`config.mk`:
```
export PLATFORM = sky130hd
export DESIGN_NAME = rational_arithmetic_unit_flat
export DESIGN_NICKNAME = d
export VERILOG_FILES = /design/src/rtl/core/rau_pkg.sv /design/src/rtl/core/rau_if.sv /design/src/rtl/core/rational_arithmetic_unit.sv /design/src/flat_wrapper.sv
export SDC_FILE = /design/constraint.sdc
export NUM_CORES = 2
export LEC_CHECK = 0
export BUFFER_PORTS_ARGS = -buffer_cell sky130_fd_sc_hd__buf_2
export CORE_AREA = 2 2 594 596
export DETAILED_ROUTE_END_ITERATION = 7
export DIE_AREA = 0 0 596 598
export PLACE_DENSITY = 0.39
export SETUP_SLACK_MARGIN = 0.1
export SYNTH_ARGS = -nofsm -noshare
export SYNTH_HDL_FRONTEND = slang
export SYNTH_SLANG_ARGS = --single-unit
```
`constraint.sdc`:
```
create_clock -name clk -period 20.4 [get_ports clk]
set_clock_uncertainty 0.1 [all_clocks]
set_input_delay 2.04 -clock clk [delete_from_list [all_inputs] [get_ports clk]]
set_output_delay 2.04 -clock clk [all_outputs]
set_load 0.01 [all_outputs]
```
`src/rtl/core/rau_pkg.sv`:
```
// ----------------------------------------------------------------------------
// rau_pkg
// Shared types and codes of the rational arithmetic unit.
// ----------------------------------------------------------------------------
package rau_pkg;

  localparam int RES_W = 64;

  typedef enum logic [1:0] {
    OP_ADD = 2'd0,
    OP_SUB = 2'd1,
    OP_MUL = 2'd2,
    OP_DIV = 2'd3
  } op_t;

  typedef enum logic [1:0] {
    ST_OK       = 2'd0,
    ST_OVERFLOW = 2'd1,
    ST_ERROR    = 2'd2
  } status_t;

endpackage

```
`src/rtl/core/rau_if.sv`:
```
// ----------------------------------------------------------------------------
// rau_in_if / rau_out_if
// Valid/ready channels carrying operand and result transfers.
// ----------------------------------------------------------------------------
interface rau_in_if #(parameter int OPERAND_WIDTH = 32);
  logic                     valid;
  logic                     ready;
  logic [1:0]               kind;
  logic [OPERAND_WIDTH-1:0] a_numerator;
  logic [OPERAND_WIDTH-1:0] a_denominator;
  logic                     a_negative;
  logic [OPERAND_WIDTH-1:0] b_numerator;
  logic [OPERAND_WIDTH-1:0] b_denominator;
  logic                     b_negative;
  modport source (output valid, kind, a_numerator, a_denominator, a_negative,
                  b_numerator, b_denominator, b_negative, input ready);
  modport sink   (input valid, kind, a_numerator, a_denominator, a_negative,
                  b_numerator, b_denominator, b_negative, output ready);
endinterface

interface rau_out_if;
  logic        valid;
  logic        ready;
  logic [63:0] result_numerator;
  logic [63:0] result_denominator;
  logic        result_negative;
  logic [1:0]  status;
  modport source (output valid, result_numerator, result_denominator,
                  result_negative, status, input ready);
  modport sink   (input valid, result_numerator, result_denominator,
                  result_negative, status, output ready);
endinterface

```
`src/rtl/core/rational_arithmetic_unit.sv`:
```
// Sequencing: error items go straight to S_OUT; other items run the shared
// 64-bit restoring divider once per Euclid step plus two quotient divisions
// to reduce the result and, for add/sub, two more to scale the operands.
// Throughput: one item at a time; the next transfer is taken after the result
// leaves the sequencer for the output register.
// Reset: synchronous active-high rst clears sequencer and output valid.
// ----------------------------------------------------------------------------
// rational_arithmetic_unit
// Sequenced rational add/sub/mul/div with shared multiplier and divider.
// ----------------------------------------------------------------------------
module rational_arithmetic_unit import rau_pkg::*; #(
  parameter int OPERAND_WIDTH = 32
) (
  input  logic     clk,
  input  logic     rst,
  rau_in_if.sink   in_ch,
  rau_out_if.source out_ch
);

  localparam int W = OPERAND_WIDTH;

  typedef enum logic [3:0] {
    S_IDLE, S_MUL, S_COMB, S_GCD, S_GSTEP, S_DIV, S_QA, S_QB, S_RN, S_RD, S_OUT
  } state_t;

  state_t         state, ret;
  logic           addsub, is_div, red;
  logic [1:0]     mstep;
  logic [W-1:0]   an, ad, bn, bd, qa, qb;
  logic           aneg, bneg, rneg;
  logic [RES_W-1:0] num, den, sb, gx, gy;
  status_t        rstat;
  logic [RES_W-1:0] quo, rem, dvs;
  logic [5:0]     cnt;

  logic [W-1:0]     ma, mb;
  logic [2*W-1:0]   prod;
  logic [RES_W:0]   rem_sh, rem_sub, sum;
  logic [RES_W-1:0] nn;
  logic             nneg;
  logic             ovf;

  always_comb begin
    ma = an;
    mb = bn;
    if (addsub) begin
      case (mstep)
        2'd0: begin ma = qa; mb = bd; end
        2'd1: begin ma = an; mb = qb; end
        default: begin ma = bn; mb = qa; end
      endcase
    end else begin
      case (mstep)
        2'd0: begin ma = an; mb = is_div ? bd : bn; end
        default: begin ma = ad; mb = is_div ? bn : bd; end
      endcase
    end
  end

  assign prod    = ma * mb;
  assign rem_sh  = {rem, quo[RES_W-1]};
  assign rem_sub = rem_sh - {1'b0, dvs};
  assign sum     = {1'b0, num} + {1'b0, sb};

  always_comb begin
    ovf  = 1'b0;
    nn   = '0;
    nneg = 1'b0;
    if (aneg == bneg) begin
      ovf  = sum[RES_W];
      nn   = sum[RES_W-1:0];
      nneg = aneg;
    end else if (num > sb) begin
      nn   = num - sb;
      nneg = aneg;
    end else if (sb > num) begin
      nn   = sb - num;
      nneg = bneg;
    end
  end

  assign in_ch.ready = (state == S_IDLE);

  always_ff @(posedge clk) begin
    if (rst) begin
      state        <= S_IDLE;
      ret          <= S_IDLE;
      out_ch.valid <= 1'b0;
    end else begin
      if (out_ch.valid && out_ch.ready && state != S_OUT) out_ch.valid <= 1'b0;
      case (state)
        S_IDLE: begin
          if (in_ch.valid) begin
            an     <= in_ch.a_numerator;
            ad     <= in_ch.a_denominator;
            bn     <= in_ch.b_numerator;
            bd     <= in_ch.b_denominator;
            aneg   <= in_ch.a_negative;
            bneg   <= in_ch.b_negative ^ (op_t'(in_ch.kind) == OP_SUB);
            addsub <= (op_t'(in_ch.kind) == OP_ADD) || (op_t'(in_ch.kind) == OP_SUB);
            is_div <= (op_t'(in_ch.kind) == OP_DIV);
            rneg   <= in_ch.a_negative ^ in_ch.b_negative;
            mstep  <= 2'd0;
            red    <= 1'b0;
            rstat  <= ST_OK;
            if (in_ch.a_denominator == '0 || in_ch.b_denominator == '0 ||
                (op_t'(in_ch.kind) == OP_DIV && in_ch.b_numerator == '0)) begin
              rstat <= ST_ERROR;
              state <= S_OUT;
            end else if ((op_t'(in_ch.kind) == OP_ADD) ||
                         (op_t'(in_ch.kind) == OP_SUB)) begin
              gx    <= RES_W'(in_ch.a_denominator);
              gy    <= RES_W'(in_ch.b_denominator);
              state <= S_GCD;
            end else begin
              state <= S_MUL;
            end
          end
        end
        S_MUL: begin
          mstep <= mstep + 2'd1;
          if (addsub) begin
            case (mstep)
              2'd0: den <= RES_W'(prod);
              2'd1: num <= RES_W'(prod);
              default: begin
                sb    <= RES_W'(prod);
                state <= S_COMB;
              end
            endcase
          end else if (mstep == 2'd0) begin
            num <= RES_W'(prod);
          end else begin
            den   <= RES_W'(prod);
            gx    <= num;
            gy    <= RES_W'(prod);
            red   <= 1'b1;
            state <= S_GCD;
          end
        end
        S_COMB: begin
          if (ovf) begin
            rstat <= ST_OVERFLOW;
            state <= S_OUT;
          end else begin
            num   <= nn;
            rneg  <= nneg;
            gx    <= nn;
            gy    <= den;
            red   <= 1'b1;
            state <= S_GCD;
          end
        end
        S_GCD: begin
          cnt   <= '0;
          rem   <= '0;
          state <= S_DIV;
          if (gy != '0) begin
            quo <= gx;
            dvs <= gy;
            ret <= S_GSTEP;
          end else if (red) begin
            quo <= num;
            dvs <= gx;
            ret <= S_RN;
          end else begin
            quo <= RES_W'(ad);
            dvs <= gx;
            ret <= S_QA;
          end
        end
        S_GSTEP: begin
          gx    <= gy;
          gy    <= rem;
          state <= S_GCD;
        end
        S_DIV: begin
          if (rem_sub[RES_W]) begin
            rem <= rem_sh[RES_W-1:0];
            quo <= {quo[RES_W-2:0], 1'b0};
          end else begin
            rem <= rem_sub[RES_W-1:0];
            quo <= {quo[RES_W-2:0], 1'b1};
          end
          cnt <= cnt + 6'd1;
          if (cnt == 6'd63) state <= ret;
        end
        S_QA: begin
          qa    <= quo[W-1:0];
          quo   <= RES_W'(bd);
          dvs   <= gx;
          rem   <= '0;
          cnt   <= '0;
          ret   <= S_QB;
          state <= S_DIV;
        end
        S_QB: begin
          qb    <= quo[W-1:0];
          mstep <= 2'd0;
          state <= S_MUL;
        end
        S_RN: begin
          num   <= quo;
          quo   <= den;
          dvs   <= gx;
          rem   <= '0;
          cnt   <= '0;
          ret   <= S_RD;
          state <= S_DIV;
        end
        S_RD: begin
          den   <= quo;
          state <= S_OUT;
        end
        S_OUT: begin
          if (!out_ch.valid || out_ch.ready) begin
            out_ch.valid  <= 1'b1;
            out_ch.status <= rstat;
            if (rstat != ST_OK || num == '0) begin
              out_ch.result_numerator   <= '0;
              out_ch.result_denominator <= RES_W'(1);
              out_ch.result_negative    <= 1'b0;
            end else begin
              out_ch.result_numerator   <= num;
              out_ch.result_denominator <= den;
              out_ch.result_negative    <= rneg;
            end
            state <= S_IDLE;
          end
        end
        default: state <= S_IDLE;
      endcase
    end
  end

endmodule

```
`src/flat_wrapper.sv`:
```
// flat-port wrapper written by rule: the top's interface ports become plain ports
module rational_arithmetic_unit_flat import rau_pkg::*;
#(
  parameter int OPERAND_WIDTH = 32
)
  (clk, rst, in_ch_valid, in_ch_kind, in_ch_a_numerator, in_ch_a_denominator, in_ch_a_negative, in_ch_b_numerator, in_ch_b_denominator, in_ch_b_negative, in_ch_ready, out_ch_valid, out_ch_result_numerator, out_ch_result_denominator, out_ch_result_negative, out_ch_status, out_ch_ready);
  rau_in_if #(.OPERAND_WIDTH(OPERAND_WIDTH)) in_ch_i ();
  rau_out_if out_ch_i ();
  input  logic clk;
  input  logic rst;
  input wire logic [$bits(in_ch_i.valid)-1:0] in_ch_valid;
  input wire logic [$bits(in_ch_i.kind)-1:0] in_ch_kind;
  input wire logic [$bits(in_ch_i.a_numerator)-1:0] in_ch_a_numerator;
  input wire logic [$bits(in_ch_i.a_denominator)-1:0] in_ch_a_denominator;
  input wire logic [$bits(in_ch_i.a_negative)-1:0] in_ch_a_negative;
  input wire logic [$bits(in_ch_i.b_numerator)-1:0] in_ch_b_numerator;
  input wire logic [$bits(in_ch_i.b_denominator)-1:0] in_ch_b_denominator;
  input wire logic [$bits(in_ch_i.b_negative)-1:0] in_ch_b_negative;
  output wire logic [$bits(in_ch_i.ready)-1:0] in_ch_ready;
  output wire logic [$bits(out_ch_i.valid)-1:0] out_ch_valid;
  output wire logic [$bits(out_ch_i.result_numerator)-1:0] out_ch_result_numerator;
  output wire logic [$bits(out_ch_i.result_denominator)-1:0] out_ch_result_denominator;
  output wire logic [$bits(out_ch_i.result_negative)-1:0] out_ch_result_negative;
  output wire logic [$bits(out_ch_i.status)-1:0] out_ch_status;
  input wire logic [$bits(out_ch_i.ready)-1:0] out_ch_ready;
  assign in_ch_i.valid = in_ch_valid;
  assign in_ch_i.kind = in_ch_kind;
  assign in_ch_i.a_numerator = in_ch_a_numerator;
  assign in_ch_i.a_denominator = in_ch_a_denominator;
  assign in_ch_i.a_negative = in_ch_a_negative;
  assign in_ch_i.b_numerator = in_ch_b_numerator;
  assign in_ch_i.b_denominator = in_ch_b_denominator;
  assign in_ch_i.b_negative = in_ch_b_negative;
  assign in_ch_ready = in_ch_i.ready;
  assign out_ch_valid = out_ch_i.valid;
  assign out_ch_result_numerator = out_ch_i.result_numerator;
  assign out_ch_result_denominator = out_ch_i.result_denominator;
  assign out_ch_result_negative = out_ch_i.result_negative;
  assign out_ch_status = out_ch_i.status;
  assign out_ch_i.ready = out_ch_ready;
  rational_arithmetic_unit #(.OPERAND_WIDTH(OPERAND_WIDTH)) u_core (.clk(clk), .rst(rst), .in_ch(in_ch_i), .out_ch(out_ch_i));
endmodule
```
==> out/qor.csv <==
metric,value,unit
Starting Density,24.8,%
die footprint,0.356,mm2
maxcap violations,0,
Yosys Warn Count,0,
post-route insts no fill,14011,
Area Growth Syn to Fin,12.4,%
Most used DFF post-synth,edfxtp_1,
CP Data Required Time,20.84,ns
Cells after DPL,13799,
row cnt,218,
pins over their slew limit,0,
CTS H-tree lvls,3,
status,"finished, violations left",
Mapped Cells,9247,
min Tclk post-route,12.95,ns
Hold Path Class,flop to flop,
routed wire length,442,mm
hold path endpoint,u_core.ret[0],
Skew-Pair Late Insertion Delay,0.90,ns
Final Wtd Congestion,0.950,
I/O pin count,269,
Worst R2R Path Depth,32,
Worst-Margin Slew,1.40,ns
Clock Tree Root,clkbuf_16,
crit end category,flop,
first-pass GRT wire length,610,mm
number of antenna violations at the first check in global routing,34,
Detailed Routing Iterations Pass 1,8,
Mapped Nets,10806,
CTS Buf Count,111,
clk sinks,860,
Die Wd,596,um
DRT iter0 DRCs,8515,
layout cells sized above 1,10.2,%
hold_sp,u_core.ret[0],
Async SR Flop Fraction,0,%
layout net count,10851,
vias per cell,5.36,
failing checks,DRC,
wire per inst,31.5,um
RSZ-0062 raised after global routing,false,
DR vias,75144,
CORE AREA,0.351,mm2
internal reg-to-reg setup slack,7.45,ns
Critical Path AT,13.39,ns
Hold Path Depth,2,
FMAX,0.0772,GHz
relative slew slack,4.29,%
Yosys reg bits,860,
"commonest cells after routing, fill and taps aside","inv_1, nor2_1, fa_1, nand2_1, edfxtp_1",
Netlist cell types,98,
Post-synth EDFFs,851,
worst-case clock buffer depth,4,
CP max FO,66,
Critical-path top delay cell,xnor2_1,
final setup TNS,0,ns
IO Port Bufs,268,
number of global-route vias before repair,74670,
cts repair resizes,0,
"slowest stage delay, CP",1.01,ns
Clock Pin Slew Worst Setup and Hold Paths,0.06,ns
Final Setup Violations,0,
largest net degree at the start of global routing,69,
GRT Overall Usage,24.2,%
# DRC,18,
"commonest non-fill, non-tap cell in the layout",inv_1,
TritonCTS clock tree,done,
die height,598,um
sequential fraction of the synthesis area,29.6,%
Post-CTS Setup Inserts,0,
Synth Cell Area,0.0871,mm2
most repeated library cell on the critical path,fa_1,
Avg Inst Size Synth,9.42,um2
grt total ovfl,0,
HPWL after DPL,345,mm
Final ANT Viol Nets,0,
period utilization,63.5,%
hold buffer count at cts,0,
Final Hold Viols,0,
Worst R2R End,u_core.num[61],
"Worst Path Class, Setup",flop to flop,
startpoint types,flop,
r2r startpoint,u_core.mstep[0],
==> cell families (layout without fill, tap and decap cells) <==
logic type / Yosys count / count (layout) / synth area share [%]
xor gates and xnor gates: 205 / 205 / 2.09
buffers and inverters: 1778 / 1911 / 7.78
muxes: 297 / 297 / 3.64
and+or+nand+nor: 2593 / 2593 / 13.2
AOI/OAI and AO/OA: 2091 / 2091 / 15.5
other: 0 / 11 / 0
adders and majority gates: 1423 / 1423 / 28.2
DFF: 860 / 860 / 29.6
==> per-stage QoR <==
step	instance area [um2]	worst slack, ns	utilization (%)	hold WS, ns
floorplan	87100	7.27	-	0.337
global placement	94300	7.92	26.9	0.346
detailed placement	94300	7.66	26.9	0.350
CTS	97800	7.62	27.9	0.358
global route	97800	7.11	27.9	0.387
finish	97900	7.45	27.9	0.359
==> Yosys cell counts, types with 100 or more instances <==
cell	number	area share (%)
nand2_1	870	3.7
fa_1	900	21
inv_1	1227	5.3
a21o_1	117	1.0
nor2_1	969	4.2
a21oi_1	610	3.5
nand3_1	114	0.66
nor4_1	149	1.1
xnor2_1	153	1.5
clkbuf_1	437	1.9
a221o_1	100	1.1
ha_1	523	7.5
o21ai_0	516	3.0
mux2_2	155	2.0
edfxtp_1	851	29
o21bai_1	105	0.91
mux2i_1	141	1.6
==> worst max path at each step <==
stage                          from             end  depth (start not counted)
global route        u_core.mstep[0]  u_core.den[61]                         32
detailed placement  u_core.mstep[0]  u_core.den[61]                         32
CTS                 u_core.mstep[0]  u_core.den[61]                         32
floorplan                       rst   u_core.den[0]                          2
global placement    u_core.mstep[0]   u_core.gy[61]                         32
finish              u_core.mstep[0]  u_core.num[61]                         32
==> layout make-up <==
cell class	count	area [um2]
repair buffers	477	2910
diodes	11	27.5
clock buffers	139	2930
well taps	4620	5780
clock inverters	62	644
inverters	1233	4630
multi-input cells	6609	55200
fillers	37314	253000
flip-flops and latches	860	25700
==> worst max-delay path: cells and delay by family (launching register included) <==
kind                       cells  cell delay, ns
adders and majority gates     10            4.70
AOI/OAI and AO/OA             11            3.27
buffers and inverters          7            1.61
xor gates and xnor gates       1            1.01
muxes                          1            0.95
DFF                            1            0.42
and+or+nand+nor                2            0.40
==> layer usage <==
| layer | global-route usage, % | vias to the layer above | wire (um) | share of wire (%) |
|---|---|---|---|---|
| met4 | 11.0 | 2 | 23200 | 5.2 |
| met5 | 0 | - | 46 | 0.010 |
| met1 | 33.0 | 39110 | 189000 | 43 |
| met2 | 38.0 | 3686 | 198000 | 45 |
| met3 | 3.22 | 617 | 31400 | 7.1 |
| li1 | - | 31729 | - | - |
Power is not shown: default switching activity piles up to over one toggle a cycle in this logic, so the estimate is an artifact.
